## src/hw/rtl/owsr_pkg.sv

```systemverilog
// Shared types and constants for the 1-Wire READ ROM slave.
// Used by owsr_cfg_regs, owsr_proto and onewire_slave_read_rom_unit; depends on nothing.
package owsr_pkg;

  // ROM geometry
  localparam int unsigned RomBitsDef = 64;
  localparam int unsigned RomCodeW   = 64;
  localparam int unsigned RomSelW    = $clog2(RomCodeW);

  // Configuration port geometry
  localparam int unsigned CfgIdxW  = 3;
  localparam int unsigned CfgDataW = 64;

  // 1-Wire command codes
  localparam logic [7:0] CmdNone    = 8'h00;
  localparam logic [7:0] CmdReadRom = 8'h33;

  // Register defaults
  localparam logic [63:0] RomCodeDef     = 64'hC400_0009_7D79_0401;
  localparam logic [11:0] ResetMinUsDef  = 12'd256;
  localparam logic [7:0]  ZeroMinUsDef   = 8'd16;
  localparam logic [7:0]  PresenceUsDef  = 8'd120;
  localparam logic [5:0]  DataZeroUsDef  = 6'd15;

  // Register indexes
  typedef enum logic [CfgIdxW-1:0] {
    CFG_ROM_CODE     = 3'd0,
    CFG_RESET_MIN_US = 3'd1,
    CFG_ZERO_MIN_US  = 3'd2,
    CFG_PRESENCE_US  = 3'd3,
    CFG_DATA_ZERO_US = 3'd4
  } cfg_idx_e;

  // Kind of reply requested on the bus
  typedef enum logic [1:0] {
    KIND_NONE     = 2'd0,
    KIND_PRESENCE = 2'd1,
    KIND_ZERO_BIT = 2'd2
  } reply_kind_e;

  // Bus event kind
  typedef enum logic {
    EV_SLOT_START = 1'b0,
    EV_SLOT_END   = 1'b1
  } func_e;

  typedef struct packed {
    logic [63:0] rom_code;
    logic [11:0] reset_min_us;
    logic [7:0]  zero_min_us;
    logic [7:0]  presence_us;
    logic [5:0]  data_zero_us;
  } cfg_t;

  typedef struct packed {
    logic        func;
    logic [11:0] low_time_us;
  } in_word_t;

  typedef struct packed {
    logic        drive_low;
    logic [7:0]  drive_time_us;
    reply_kind_e reply_kind;
    logic        rom_sending;
    logic        command_done;
  } out_word_t;

endpackage

```

## src/hw/rtl/owsr_cfg_regs.sv

```systemverilog
// Configuration register file for the 1-Wire READ ROM slave.
// Depends on owsr_pkg.
module owsr_cfg_regs import owsr_pkg::*; (
  input  logic                clk_i,
  input  logic                rst_ni,
  input  logic                cfg_we_i,
  input  logic [CfgIdxW-1:0]  cfg_idx_i,
  input  logic [CfgDataW-1:0] cfg_wdata_i,
  output cfg_t                cfg_o
);

  cfg_t cfg_q;

  // Write decode; unknown indexes are dropped
  always_ff @(posedge clk_i or negedge rst_ni) begin
    if (!rst_ni) begin
      cfg_q.rom_code     <= RomCodeDef;
      cfg_q.reset_min_us <= ResetMinUsDef;
      cfg_q.zero_min_us  <= ZeroMinUsDef;
      cfg_q.presence_us  <= PresenceUsDef;
      cfg_q.data_zero_us <= DataZeroUsDef;
    end else if (cfg_we_i) begin
      case (cfg_idx_i)
        CFG_ROM_CODE:     cfg_q.rom_code     <= cfg_wdata_i[63:0];
        CFG_RESET_MIN_US: cfg_q.reset_min_us <= cfg_wdata_i[11:0];
        CFG_ZERO_MIN_US:  cfg_q.zero_min_us  <= cfg_wdata_i[7:0];
        CFG_PRESENCE_US:  cfg_q.presence_us  <= cfg_wdata_i[7:0];
        CFG_DATA_ZERO_US: cfg_q.data_zero_us <= cfg_wdata_i[5:0];
        default: ;
      endcase
    end
  end

  assign cfg_o = cfg_q;

endmodule

```

## src/hw/rtl/owsr_proto.sv

```systemverilog
// Protocol state and per-event step of the 1-Wire READ ROM slave.
// Depends on owsr_pkg.
module owsr_proto import owsr_pkg::*; #(
  parameter int unsigned RomBits = RomBitsDef
) (
  input  logic      clk_i,
  input  logic      rst_ni,
  input  logic      fire_i,
  input  in_word_t  word_i,
  input  cfg_t      cfg_i,
  output out_word_t result_o
);

  localparam int unsigned IdxW = $clog2(RomBits);

  logic [7:0]      shift_q, shift_d;
  logic [2:0]      cnt_q, cnt_d;
  logic [7:0]      latched_q, latched_d;
  logic [IdxW-1:0] idx_q, idx_d;

  logic            is_reset;
  logic            rom_bit;
  logic [IdxW:0]   idx_inc;
  logic            last_bit;
  logic [7:0]      shift_new;

  // Event classification
  assign is_reset  = (word_i.func == EV_SLOT_END) && (word_i.low_time_us >= cfg_i.reset_min_us);
  assign rom_bit   = cfg_i.rom_code[RomSelW'(idx_q)];
  assign idx_inc   = {1'b0, idx_q} + 1'b1;
  assign last_bit  = (idx_inc == (IdxW+1)'(RomBits));

  always_comb begin
    shift_new = shift_q;
    shift_new[cnt_q] = (word_i.low_time_us < {4'd0, cfg_i.zero_min_us});
  end

  // Next state and result word
  always_comb begin
    shift_d   = shift_q;
    cnt_d     = cnt_q;
    latched_d = latched_q;
    idx_d     = idx_q;
    result_o  = '0;
    result_o.reply_kind = KIND_NONE;

    if (word_i.func == EV_SLOT_END) begin
      if (is_reset) begin
        result_o.drive_low     = 1'b1;
        result_o.drive_time_us = cfg_i.presence_us;
        result_o.reply_kind    = KIND_PRESENCE;
        shift_d   = '0;
        cnt_d     = '0;
        latched_d = CmdNone;
      end else if (latched_q == CmdNone) begin
        // receive one command bit, LSB first; latch on the eighth
        if (cnt_q == 3'd7) begin
          latched_d = shift_new;
          idx_d     = '0;
          shift_d   = '0;
          cnt_d     = '0;
        end else begin
          shift_d = shift_new;
          cnt_d   = cnt_q + 3'd1;
        end
      end
    end else if (latched_q == CmdReadRom) begin
      // send next ROM bit; a zero is a short pull-low
      if (!rom_bit) begin
        result_o.drive_low     = 1'b1;
        result_o.drive_time_us = {2'b00, cfg_i.data_zero_us};
        result_o.reply_kind    = KIND_ZERO_BIT;
      end
      if (last_bit) begin
        result_o.command_done = 1'b1;
        idx_d     = '0;
        shift_d   = '0;
        cnt_d     = '0;
        latched_d = CmdNone;
      end else begin
        idx_d = idx_inc[IdxW-1:0];
      end
    end

    result_o.rom_sending = (latched_d == CmdReadRom);
  end

  // State registers
  always_ff @(posedge clk_i or negedge rst_ni) begin
    if (!rst_ni) begin
      shift_q   <= '0;
      cnt_q     <= '0;
      latched_q <= CmdNone;
      idx_q     <= '0;
    end else if (fire_i) begin
      shift_q   <= shift_d;
      cnt_q     <= cnt_d;
      latched_q <= latched_d;
      idx_q     <= idx_d;
    end
  end

`ifndef SYNTHESIS
  // A presence reply always leaves the receiver cleared
  a_presence_clears: assert property (@(posedge clk_i) disable iff (!rst_ni)
    fire_i && result_o.reply_kind == KIND_PRESENCE |=> latched_q == CmdNone && cnt_q == 3'd0)
    else $error("receiver not cleared after bus reset");

  // End of transfer restarts the ROM index and drops the command
  a_done_clears: assert property (@(posedge clk_i) disable iff (!rst_ni)
    fire_i && result_o.command_done |=> idx_q == '0 && latched_q == CmdNone)
    else $error("state not cleared after last ROM bit");
`endif

endmodule

```

## src/hw/rtl/onewire_slave_read_rom_unit.sv

```systemverilog
// Channel    | Direction | Handshake                 | Word
// -----------+-----------+---------------------------+--------------------------
// input      | in        | in_valid_i / in_stall_o   | in_word_i  (in_word_t)
// output     | out       | out_valid_o / out_stall_i | out_word_o (out_word_t)
// config     | in        | cfg_we_i                  | cfg_idx_i, cfg_wdata_i
//
// One word is accepted per cycle while in_stall_o is low; its result word passes the input
// register, then the result register; one result per cycle drains while not stalled.
// Reset clears both valid flags and the protocol state; registers take defaults.
// out_stall_i holds the result register and, only when the input register is
// also full, raises in_stall_o in the same cycle.
// Top level of the 1-Wire READ ROM slave. Depends on owsr_pkg, owsr_cfg_regs, owsr_proto.
module onewire_slave_read_rom_unit import owsr_pkg::*; #(
  parameter int unsigned RomBits = RomBitsDef
) (
  input  logic                clk_i,
  input  logic                rst_ni,
  input  logic                in_valid_i,
  output logic                in_stall_o,
  input  in_word_t            in_word_i,
  output logic                out_valid_o,
  input  logic                out_stall_i,
  output out_word_t           out_word_o,
  input  logic                cfg_we_i,
  input  logic [CfgIdxW-1:0]  cfg_idx_i,
  input  logic [CfgDataW-1:0] cfg_wdata_i
);

  cfg_t      cfg;
  logic      in_valid_q;
  in_word_t  in_word_q;
  logic      out_valid_q;
  out_word_t out_word_q;
  out_word_t result;
  logic      out_adv;
  logic      fire;

  owsr_cfg_regs u_cfg (
    .clk_i       (clk_i),
    .rst_ni      (rst_ni),
    .cfg_we_i    (cfg_we_i),
    .cfg_idx_i   (cfg_idx_i),
    .cfg_wdata_i (cfg_wdata_i),
    .cfg_o       (cfg)
  );

  // Flow control
  assign out_adv    = !out_valid_q || !out_stall_i;
  assign fire       = in_valid_q && out_adv;
  assign in_stall_o = in_valid_q && !out_adv;

  owsr_proto #(.RomBits(RomBits)) u_proto (
    .clk_i    (clk_i),
    .rst_ni   (rst_ni),
    .fire_i   (fire),
    .word_i   (in_word_q),
    .cfg_i    (cfg),
    .result_o (result)
  );

  // Valid flags
  always_ff @(posedge clk_i or negedge rst_ni) begin
    if (!rst_ni) begin
      in_valid_q  <= 1'b0;
      out_valid_q <= 1'b0;
    end else begin
      if (!in_stall_o) in_valid_q <= in_valid_i;
      if (out_adv)     out_valid_q <= in_valid_q;
    end
  end

  // Payload registers
  always_ff @(posedge clk_i) begin
    if (!in_stall_o && in_valid_i) in_word_q <= in_word_i;
    if (fire) out_word_q <= result;
  end

  assign out_valid_o = out_valid_q;
  assign out_word_o  = out_word_q;

`ifndef SYNTHESIS
  // A held input word is not lost while the result side is blocked
  a_in_hold: assert property (@(posedge clk_i) disable iff (!rst_ni)
    in_stall_o |=> in_valid_q)
    else $error("stalled input word dropped");

  // Input stall only comes from a full, stalled result register
  a_stall_cause: assert property (@(posedge clk_i) disable iff (!rst_ni)
    in_stall_o |-> out_valid_q && out_stall_i && in_valid_q)
    else $error("input stalled without cause");
`endif

endmodule

```

## config.mk

```make
export PLATFORM = sky130hd
export DESIGN_NAME = onewire_slave_read_rom_unit
export DESIGN_NICKNAME = d
export VERILOG_FILES = /design/src/hw/rtl/owsr_pkg.sv /design/src/hw/rtl/owsr_cfg_regs.sv /design/src/hw/rtl/owsr_proto.sv /design/src/hw/rtl/onewire_slave_read_rom_unit.sv
export SDC_FILE = /design/constraint.sdc
export NUM_CORES = 1
export LEC_CHECK = 0
export ABC_AREA = 1
export BUFFER_PORTS_ARGS = -buffer_cell sky130_fd_sc_hd__buf_2
export CAP_MARGIN = 10
export CORE_UTILIZATION = 52
export CTS_CLUSTER_SIZE = 8
export DETAILED_ROUTE_END_ITERATION = 10
export PLACE_DENSITY_LB_ADDON = 0.3
export SKIP_LAST_GASP = 1
export SLEW_MARGIN = 20
export SYNTH_ARGS = -nofsm -noshare
export SYNTH_HDL_FRONTEND = slang
export SYNTH_SLANG_ARGS = --single-unit
```

## constraint.sdc

```tcl
create_clock -name clk_i -period 1.9 [get_ports clk_i]
set_input_delay 0.095 -clock clk_i [delete_from_list [all_inputs] [get_ports clk_i]]
set_output_delay 0.095 -clock clk_i [all_outputs]
set_load 0.1 [all_outputs]
```

[Word-level counts from Yosys, hierarchy flattened]
Cells that the tools add are included.
Cells by class
  add/sub/neg operators: 2
  magnitude comparators: 5
  equality and inequality tests: 12
  mux-type cells: 34
  bitwise operators: 1
  reduce and logical (&&, ||, !) cells: 22
Operators by type and width (number)
  $mux 8: 12
  $mux 11: 4
  $mux 6: 6
  $mux 3: 6
  $eq 8x6->1 const B: 2
  $ge 12x12->1: 1
  $lt 12x8->1: 1
  $reduce_and 2->1: 5
  $bwmux 8: 1
  $logic_not 8->1: 1
  $add 6x1->7 const B: 1
  $eq 7x7->1 const B: 1
  $lt 6x7->1 const B: 1
  $bmux 1 s6: 1
  $eq 3x2->1 const B: 2
  $eq 3x3->1 const B: 2
  $logic_and 1x1->1: 5
  $reduce_and 5->1: 1
  $logic_not 1->1: 4
  $lt 3x4->1 const B: 1
  $ne 2x1->1 const B: 2
  $reduce_and 4->1: 1
  $reduce_bool 2->1: 2
  $add 3x1->3 const B: 1
  10 further kinds: 12
Word-level totals
  bits in registers: 151
  bits of input ports: 85
  output and inout bits: 15

[Longest topological paths before layout]
  word-level depth: 10
  gate-level depth with buffers: 17
  depth with buffers taken out: 17

[Cells and area by module]
Synthesis repeated with hierarchy kept, for this count alone.
Second synthesis, totals
  cell total of the unflattened synthesis: 944
  area total of the unflattened synthesis: 7642.3 um2
Modules (own cells, without submodules)
  owsr_cfg_regs: times used 1, cells an instance 435, area an instance 3930.0 um2, seq. area each 2487.4 um2
  owsr_proto: times used 1, cells an instance 471, area an instance 2836.5 um2, seq. area each 625.6 um2
  onewire_slave_read_rom_unit: times used 1, cells an instance 38, area an instance 875.8 um2, seq. area each 830.8 um2

[Worst setup path before layout]
OpenSTA, ideal clock, no wires.
  path kind: register to register
  start: register out_valid_q, in the netlist out_valid_o
  end: register in_word_q[0] in the netlist's numbering, enable pin
  arrival: 2.873 ns
  data required time: 1.601 ns
  setup slack: -1.273 ns
  stages on the path, launching flop included: 6
  path through: dfrtp_1 > nand2_1 > nor2_1 > inv_1 > nand2_1 > inv_1
Between the ends
  cells in the longest elaborated chain, start to end: 6
RTL lines
  start, declared: line onewire_slave_read_rom_unit.sv:32  | logic out_valid_q;
  start signal, assigned: line onewire_slave_read_rom_unit.sv:68  | if (out_adv) out_valid_q <= in_valid_q;
  $logic_not 1->1: line onewire_slave_read_rom_unit.sv:48  | assign out_adv = !out_valid_q || !out_stall_i;
  $logic_or 1x1->1: line onewire_slave_read_rom_unit.sv:48
  $logic_not 1->1: line onewire_slave_read_rom_unit.sv:50  | assign in_stall_o = in_valid_q && !out_adv;
  $logic_and 1x1->1: line onewire_slave_read_rom_unit.sv:50
  net in_stall_o: line onewire_slave_read_rom_unit.sv:19  | output logic in_stall_o,
  $logic_not 1->1: line onewire_slave_read_rom_unit.sv:74  | if (!in_stall_o && in_valid_i) in_word_q <= in_word_i;
  $logic_and 1x1->1: line onewire_slave_read_rom_unit.sv:74
  end signal, assigned: line onewire_slave_read_rom_unit.sv:74
  end, declared: line onewire_slave_read_rom_unit.sv:31  | in_word_t in_word_q;
The timed path passes the listed nets, and every way through them passes these cells.
A chain may end at the register's enable or synchronous reset.

==> flow_metrics.env <==
export IMPL_drt_pass1_iterations=6
export IMPL_crit_slowest_cell="edfxtp_1"
export IMPL_fin_ws_ns=-0.290
export IMPL_dpl_worst_slack_ns=-0.281
export IMPL_worstSetupPathType="register to register"
export IMPL_yosys_top_cells_area="dfrtp_1, nand2_1, edfxtp_1, dfstp_2, mux2_2"
export IMPL_syn_num_nets=912
export IMPL_cts_root_buf="clkbuf_16"
export IMPL_leakagePower_nw=4.63
export IMPL_numClockSinks=151
export IMPL_cts_htree_levels=4
export IMPL_drive_gt1_share_pct=31.9
export IMPL_critPathMaxFanout=8
export IMPL_slew_violations=0
export IMPL_grt_total_usage_pct=27.0
export IMPL_run_status="finished, violations left"
export IMPL_ys_ff_latch=151
export IMPL_fin_worst_skew_ns=0.00972
export IMPL_period_minus_slack_ns=2.19
export IMPL_crit_family="simple AND/OR/NAND/NOR gates"
export IMPL_fin_crit_sh_pct=115
export IMPL_first_global_vias=6240
export IMPL_timing_hold_worst_class="input port to register"
export IMPL_post_dp_cell_area_um2=8350
export IMPL_n_fill_cell=1020
export IMPL_port_buffer_count=99
export IMPL_drt_iter0_markers=564
export IMPL_cp_end_kind="register"
export IMPL_yosys_area_top_type="dfrtp_1"
export IMPL_synth_warnings=0
export IMPL_maxCapViolations=0
export IMPL_start_util_pct=53.1
export IMPL_die_x_um=121
export IMPL_cp_slowest_stage_delay_ns=0.45
export IMPL_dp_cells=1094
export IMPL_power_density_nw_per_um2=1080
export IMPL_ant_nets=0
export IMPL_synth_avg_cell_area_um2=9.16
export IMPL_synth_top_area_share_pct=32.9
export IMPL_finalSetupViolCount=35
export IMPL_multi_input_area_um2=3250
export IMPL_holdWs_ns=0.0216
export IMPL_viasPerCell=5.22
export IMPL_path_common_cell="nand2_1"
export IMPL_synth_common_cells="nand2_1, dfrtp_1, o21ai_0, inv_1, mux2_2"
export IMPL_cts_clk_slew_worst_paths_ns=0.06
export IMPL_fp_row_count=43
export IMPL_regArea_um2=3950
export IMPL_grt_setup_unrepaired="yes"
export IMPL_cts_buffer_depth=2
export IMPL_slew_headroom_pct=62.5
export IMPL_drc=0
export IMPL_gp_congestion=0.843
export IMPL_cp_cell_sequence="buf_4 -> ha_4 -> a21oi_2 -> nand3_2 -> nor2_4 -> buf_6 -> nand3_1 -> nand2_2 -> nand2_1 -> nand2_1 -> nand2_1 -> a21oi_1 -> nand2_1 -> nor2_1"
export IMPL_grt_max_degree=53
export IMPL_hold_viol_final=0
export IMPL_coreArea_um2=13900
export IMPL_dp_hpwl_um=11600
export IMPL_cp_arrival_ns=2.48
export IMPL_routedWlPerCell_um=15.3
export IMPL_ys_flop_type="dfrtp_1"
export IMPL_setup_tns_ns=-5.20
export IMPL_final_core_util_pct=71.9
export IMPL_cp_start_kind="register"
export IMPL_numCtsBuffers=17
export IMPL_antenna_found_initial=0
export IMPL_die_area_um2=14700
export IMPL_cp_num_buf_inv=2
export IMPL_drt_total_wl_um=18500
export IMPL_synth_area_um2=7370
export IMPL_diodes=0
export IMPL_seq_area_frac_synth_pct=53.5
export IMPL_netlist_instances=805
export IMPL_required_ns=2.19
export IMPL_max_freq_mhz=457
export IMPL_layout_area_overhead_vs_synth_pct=35.3
export IMPL_nets=1121
export IMPL_yosysUniqueCellTypes=36
export IMPL_clkLatencyLatePin_ns=0.43
export IMPL_async_flop_share_pct=82.8
export IMPL_ir_worst_vdd_v=0.000756
export IMPL_synth_edf_count=26
export IMPL_fin_cells=1207
export IMPL_vias=6299
export IMPL_overflow=0
export IMPL_die_height_um=121
export IMPL_tightestPinTransition_ns=0.561
export IMPL_num_io_pins=100
export IMPL_final_area_um2=9980
export IMPL_grt_pass1_wl_um=30200
export IMPL_synth_most_common_cell="nand2_1"
export IMPL_power_total_mw=10.7
export IMPL_violations="setup timing"
export IMPL_cts_tree="done"
[flip-flops by register name (all words and copies together), names as in the netlist]
| signal | count |
|---|---|
| in_valid_q | 1 |
| in_word_q | 13 |
| out_valid_o | 1 |
| out_word_o | 13 |
| u_cfg.cfg_o | 98 |
| u_proto.cnt_q | 3 |
| u_proto.idx_q | 6 |
| u_proto.latched_q | 8 |
| u_proto.shift_q | 8 |
[worst register-to-register path, cell delays in order, from the launching register on]
cell      delay, ns
edfxtp_1       0.45
buf_4          0.18
ha_4           0.22
a21oi_2        0.15
nand3_2        0.11
nor2_4         0.13
buf_6          0.13
nand3_1        0.09
nand2_2        0.08
nand2_1        0.06
nand2_1        0.06
nand2_1        0.06
a21oi_1        0.17
nand2_1        0.07
nor2_1         0.09
[where the power goes]
| part | total, mW | internal, mW | leakage, nW | switching (mW) |
|---|---|---|---|---|
| clock | 3.31 | 1.90 | 0.276 | 1.40 |
| sequential | 4.32 | 3.96 | 1.75 | 0.358 |
| combinational | 3.10 | 1.29 | 2.60 | 1.81 |
[cells in the final DEF (no fill, tap or decap), types with 16 or more instances in the layout]
cell type	synthesis	final
buf_4	0	35
dfstp_2	28	28
inv_1	78	72
mux2_2	52	52
ha_1	22	16
edfxtp_1	26	26
nand2_2	1	16
dfrtp_1	97	94
nand3_1	41	37
nand2_1	211	191
clkbuf_16	0	18
buf_2	12	98
dlygate4sd3_1	0	74
nor2_1	49	46
o21ai_0	83	73
[final timing paths]
kind,from,slack [ns],cells past startpoint,endpoint
setup / recovery,in_word_q[7]$_DFFE_PP_,-0.29,14,out_word_o[1]$_DFFE_PP_
hold / removal,cfg_wdata_i[3],0.02,3,u_cfg.cfg_o[3]$_DFFE_PN1P_
setup reg to reg,in_word_q[7]$_DFFE_PP_,-0.29,14,out_word_o[1]$_DFFE_PP_
hold reg to reg,u_cfg.cfg_o[35]$_DFFE_PN0P_,0.49,2,u_cfg.cfg_o[35]$_DFFE_PN0P_
max in group asynchronous,rst_ni,1.01,3,u_cfg.cfg_o[30]$_DFFE_PN1P_
min in group asynchronous,rst_ni,0.20,2,u_cfg.cfg_o[87]$_DFFE_PN0P_
[layout make-up]
class,count,share of cell area (%)
tap,180,2.26
clock inverter,11,1.12
clock buffer,21,4.63
inverter,88,3.39
multi-input combinational,541,32.6
sequential,151,39.6
timing repair buffer,215,16.4
[routing by layer]
metal / wire, um / GRT usage, % / part of all wire, %
met2: 9410 / 46.1 / 51
met5: 0 / 0 / 0
met4: 381 / 9.41 / 2.1
met1: 7950 / 33.9 / 43
met3: 789 / 5.59 / 4.3
[kinds of logic (layout without fill, tap and decap cells)]
| logic type | count (synthesis) | after routing | synth area share, % |
|---|---|---|---|
| simple gates | 333 | 333 | 18.8 |
| flops | 151 | 151 | 53.5 |
| compound gates | 132 | 133 | 9.79 |
| buf+inv | 114 | 335 | 6.13 |
| mux | 52 | 52 | 7.94 |
| fa+ha+maj | 22 | 22 | 3.73 |
| xor+xnor | 1 | 1 | 0.119 |
[repair_timing]
action | in CTS | in global routing
gates cloned | 1 | 0
pin swaps | 16 | 24
setup endpoints to repair | 34 | 37
hold buffers | 74 | 0
hold endpoints to repair | 109 | 0
buffers inserted | 2 | 5
resized for setup | 33 | 39
Power figures use the tool's default switching activity.
